===== src/sv/assert_macros.svh =====
// Assertion helpers used by the heap queue RTL.
`ifndef ASSERT_MACROS_SVH
`define ASSERT_MACROS_SVH

// Implication checked on every rising clock edge outside reset.
`define ASSERT_IMPL(label, clk, rst_n, pre, post, msg) \
    label: assert property (@(posedge clk) disable iff (!rst_n) (pre) |-> (post)) \
        else $error(msg);

// Next-cycle implication checked outside reset.
`define ASSERT_NEXT(label, clk, rst_n, pre, post, msg) \
    label: assert property (@(posedge clk) disable iff (!rst_n) (pre) |=> (post)) \
        else $error(msg);

`endif


===== src/sv/imhpq_ram.sv =====
`default_nettype none
module imhpq_ram #(
    parameter int WIDTH = 8,
    parameter int DEPTH = 256
) (
    input  wire logic                     i_clk,
    input  wire logic                     i_we,
    input  wire logic [$clog2(DEPTH)-1:0] i_waddr,
    input  wire logic [WIDTH-1:0]         i_wdata,
    input  wire logic [$clog2(DEPTH)-1:0] i_raddr,
    output logic [WIDTH-1:0]              o_rdata
);
    logic [WIDTH-1:0] r_mem [DEPTH];

    always_ff @(posedge i_clk) begin
        if (i_we) begin
            r_mem[i_waddr] <= i_wdata;
        end
        o_rdata <= r_mem[i_raddr];
    end
endmodule
`default_nettype wire


===== config.mk =====
export PLATFORM = sky130hd
export DESIGN_NAME = imhpq_ram
export DESIGN_NICKNAME = d
export VERILOG_FILES = /design/src/sv/assert_macros.svh /design/src/sv/imhpq_ram.sv
export SDC_FILE = /design/constraint.sdc
export NUM_CORES = 2
export LEC_CHECK = 0
export BUFFER_PORTS_ARGS = -buffer_cell sky130_fd_sc_hd__buf_4
export CAP_MARGIN = 20
export CORE_MARGIN = 2
export CORE_UTILIZATION = 35
export CTS_CLUSTER_SIZE = 14
export DETAILED_ROUTE_END_ITERATION = 10
export PLACE_DENSITY = 0.48
export SYNTH_ARGS = -nofsm -noshare
export SYNTH_HDL_FRONTEND = slang
export SYNTH_SLANG_ARGS = --single-unit

===== constraint.sdc =====
create_clock -name i_clk -period 2.95 [get_ports i_clk]
set_clock_uncertainty 0.2 [all_clocks]
set_input_delay 0.59 -clock i_clk [delete_from_list [all_inputs] [get_ports i_clk]]
set_output_delay 0.59 -clock i_clk [all_outputs]
set_load 0.1 [all_outputs]

Yosys cells after proc, flatten, opt, wreduce, memory -nomap -nowiden:

Memory sizes are Yosys's and may differ from the RTL's. A register that Yosys moved wholly into a read port is not among the register bits.
Index checks and enable logic that the tools add are counted.

* RAM bits: 2048
* output and inout port bits: 8
* word-level logic and storage cells: 3
* memories: 1
* register bits: 0

Memories
* r_mem: depth 256, bits a word 8, read ports 1, clocked after Yosys merged registers in 1, write ports 1, RTL line imhpq_ram.sv:13 `logic [WIDTH-1:0] r_mem [DEPTH];`

* mux-type cells: 2

Operators with widths (count)
* $mux W1: 2

Longest topological paths before layout:

* depth in word-level cells: 2
* gate-level depth with buffers: 11
* gate-level depth less buffers: 6

Worst setup path after synthesis:

No wires, ideal clock.

* path kind: input to register
* from: in i_raddr[0]
* to: reg o_rdata[2] (read register of r_mem)
* data arrival time: 2.397 ns
* required time: 2.619 ns
* setup slack: 0.222 ns
* cell stages on the path: 9
* path buffers: 4
* cells stage by stage: buf_6 buf_12 buf_8 buf_2 mux4_2 a22oi_1 a21oi_1 nor4_1 nor4_2

RTL lines
* start: declaration: RTL line imhpq_ram.sv:10 `input wire logic [$clog2(DEPTH)-1:0] i_raddr,`
* end: declaration: RTL line imhpq_ram.sv:11 `output logic [WIDTH-1:0] o_rdata`

==> flow_summary.json <==
{
  "status": "completed",
  "r2r_slack_ns": 0.21,
  "crit_arrival_ns": 3.31,
  "rows": 175,
  "hold_viol": 0,
  "syn_inst": 3733,
  "fmax_ghz": 0.355,
  "finalCriticalPeriod_ns": 2.82,
  "criticalPathCategory": "primary input to flip-flop",
  "use_met2": 0.312,
  "final_util": 0.424,
  "async_flop_share": 0,
  "crit_required_ns": 3.45,
  "syn_area_um2": 79600,
  "grt-busiest-layer": "met2",
  "io_pins": 34,
  "coreArea_um2": 227000,
  "area.growth.synth_to_final_pct": 20.9,
  "die_x_um": 481,
  "syn_avg_cell_area_um2": 21.3,
  "ir_worst_vdd_uv": 530,
  "gp_congestion": 0.814,
  "grt_util_all_layers": 0.191,
  "fillCellCount": 19800,
  "post-synth-top-area-cell": "edfxtp_1",
  "ant_nets": 0,
  "cts_tree": "built",
  "synth-compound-area-share": 0.0342,
  "numCtsBuffers": 213,
  "grt_pass1_wl_um": 315000,
  "wl_per_cell_um": 28.7,
  "drt_iter0_markers": 3857,
  "grt_max_degree": 88,
  "overflow": 0,
  "clockBufferDepth": 3,
  "clk_pin_slew_worst_paths_ns": 0.06,
  "slew_violations": 0,
  "power_mw": 62.2,
  "layout.nets": 4556,
  "portBuffers": 33,
  "power_density_nw_per_um2": 647,
  "vias": 40500,
  "worstPathCellList": "buf_8 -> buf_4 -> buf_12 -> buf_4 -> mux4_2 -> o21ai_0 -> buf_4 -> a2111oi_0 -> nor3_1 -> buf_4 -> nor4_2",
  "synth-edff-count": 2048,
  "met3_usage": 0.0279,
  "path_max_fanout": 21,
  "cts-root-buf": "clkbuf_16",
  "cp_slowest_cell": "mux4_2",
  "hold_path_depth": 1,
  "setup_viol": 0,
  "use_met1": 0.270,
  "drt_first_pass_iters": 5,
  "leakage_nw": 31.1,
  "synth.most_common_cell": "edfxtp_1",
  "die_h_um": 481,
  "synth_fa_ha_area_frac": 0,
  "ys_ff_latch": 2056,
  "r2r_cells": 6,
  "clk_latency_ns": 0.86,
  "start_kind": "primary input",
  "syn_nets": 3759,
  "r2r_start": "r_mem[208][2]",
  "hold_start": "i_wdata[7]",
  "drive_gt1_frac": 0.336,
  "slowest_delay_ns": 0.52,
  "initial_core_util": 0.351,
  "multi_input_area_um2": 16600,
  "synth_xor_area_frac": 0,
  "max_slew.worst_pin.slew_ns": 1.05,
  "yosys.area_share.simple": 0.0263,
  "finalCritPeriodShare": 0.955,
  "synth.area.top_cells": "edfxtp_1 77%, mux4_2 13%, mux2i_1 1.7%",
  "path_common_cell": "buf_4",
  "end_kind": "flip-flop",
  "hold_class": "primary input to flip-flop",
  "dp_hpwl_um": 146000,
  "drt-total-wl_um": 222000,
  "die_area_um2": 231000,
  "post-route-drc-count": 0,
  "synth.area.mux_share": 0.146,
  "synth_top_family_by_area": "multiplexers",
  "synthTopCellsByCount": "2,048 x edfxtp_1, 454 x mux4_2, 282 x nor2_1, 134 x mux2i_1, 133 x a22oi_1",
  "relSlewSlack": 0.296,
  "grt_pass1_vias": 41800,
  "drt-vias-per-instance": 5.24,
  "maxCapViolCount": 0,
  "clock_sinks": 2056,
  "yosysTopAreaCellShare": 0.773,
  "r2r-end": "o_rdata[2]",
  "synth_cell_types": 55,
  "min_to": "r_mem[173][7]",
  "synth_flop_cell": "edfxtp_1",
  "antenna_found_initial": 13,
  "ys_warn_count": 0,
  "rsz0062_at_grt": "no",
  "ys_seq_area_frac": 0.775,
  "final-seq-area_um2": 61700,
  "h-tree-depth": 4
}
==> power by group <==
group | internal, mW | switching [mW] | total (mW) | leakage [nW]
clock | 14.8 | 11.4 | 26.2 | 3.28
combinational | 1.48 | 2.26 | 3.74 | 9.35
sequential | 32.2 | 0.0613 | 32.3 | 18.5
total | 48.5 | 13.7 | 62.2 | 31.1
==> repair_timing <==
action / CTS / global route
resized for setup: 4 / 1
setup endpoints to repair: 3 / 1
hold buffers: 7 / 0
gates cloned: 0 / 0
setup buffers: 0 / 0
endpoints found under the hold margin: 85 / 0
==> how the worst max path moves through the flow <==
stage / startpoint / end / slack (ns) / cells after the start
2_1_floorplan: i_raddr[0] / o_rdata[2] / 0.22 / 9
3_3_place_gp: i_raddr[0] / o_rdata[2] / -1.44 / 9
3_5_place_dp: i_raddr[0] / o_rdata[4] / -1.03 / 9
4_1_cts: i_raddr[0] / o_rdata[0] / 0.04 / 11
5_1_grt: i_raddr[0] / o_rdata[0] / 0.03 / 11
6_report: i_raddr[0] / o_rdata[0] / 0.13 / 11
==> flip-flops by register name, indices dropped and copies added (netlist names) <==
signal / count
o_rdata: 8
r_mem: 2048
==> critical path, delay by kind of cell <==
kind	cells	cell delay, ns
mux	1	0.52
simple gates	2	0.36
buf+inv	6	1.23
compound gates	2	0.56
==> layer usage <==
| layer | vias to the layer above | wire length (um) |
|---|---|---|
| met1 | 21800 | 98400 |
| met4 | 0 | 4320 |
| met3 | 252 | 10900 |
| met2 | 1103 | 108000 |
| met5 | - | 0 |
| li1 | 17300 | - |
==> cell type report <==
class | instances | area share
clock inverters | 118 | 0.0127
repair buffers | 815 | 0.0766
inverters | 2 | 0.0000781
well taps | 3009 | 0.0391
diodes | 6 | 0.000156
flip-flops and latches | 2056 | 0.641
multi-input cells | 1442 | 0.172
clock buffers | 272 | 0.0577
==> through the flow <==
step                cell area, um^2  instances  TNS [ns]  setup WS, ns  hold WS (ns)
floorplan                     79600       3733         0         0.222         0.489
global placement              89200       7315     -8.51         -1.44         0.725
detailed placement            89300       7317     -6.36         -1.03         0.724
CTS                           96100       7714         0        0.0391        0.0130
global route                  96200       7718         0        0.0333        0.0233
finish                        96200       7720         0         0.134        0.0518
==> layout by cell type (no fill, tap or decap), types with 59 or more instances in the layout <==
| master | Yosys | layout |
|---|---|---|
| clkbuf_1 | 111 | 59 |
| a21oi_1 | 96 | 96 |
| mux4_2 | 454 | 454 |
| buf_12 | 8 | 93 |
| mux2i_1 | 134 | 134 |
| edfxtp_1 | 2048 | 2048 |
| clkbuf_16 | 0 | 213 |
| a22oi_1 | 133 | 133 |
| buf_4 | 27 | 703 |
| nor2_1 | 282 | 279 |
==> logic make-up after synthesis <==
group / after synthesis
AOI/OAI and AO/OA: 385
buffers and inverters: 235
DFF: 2056
muxes: 591
and+or+nand+nor: 466
Note: power is estimated with default switching activity, not from simulation.
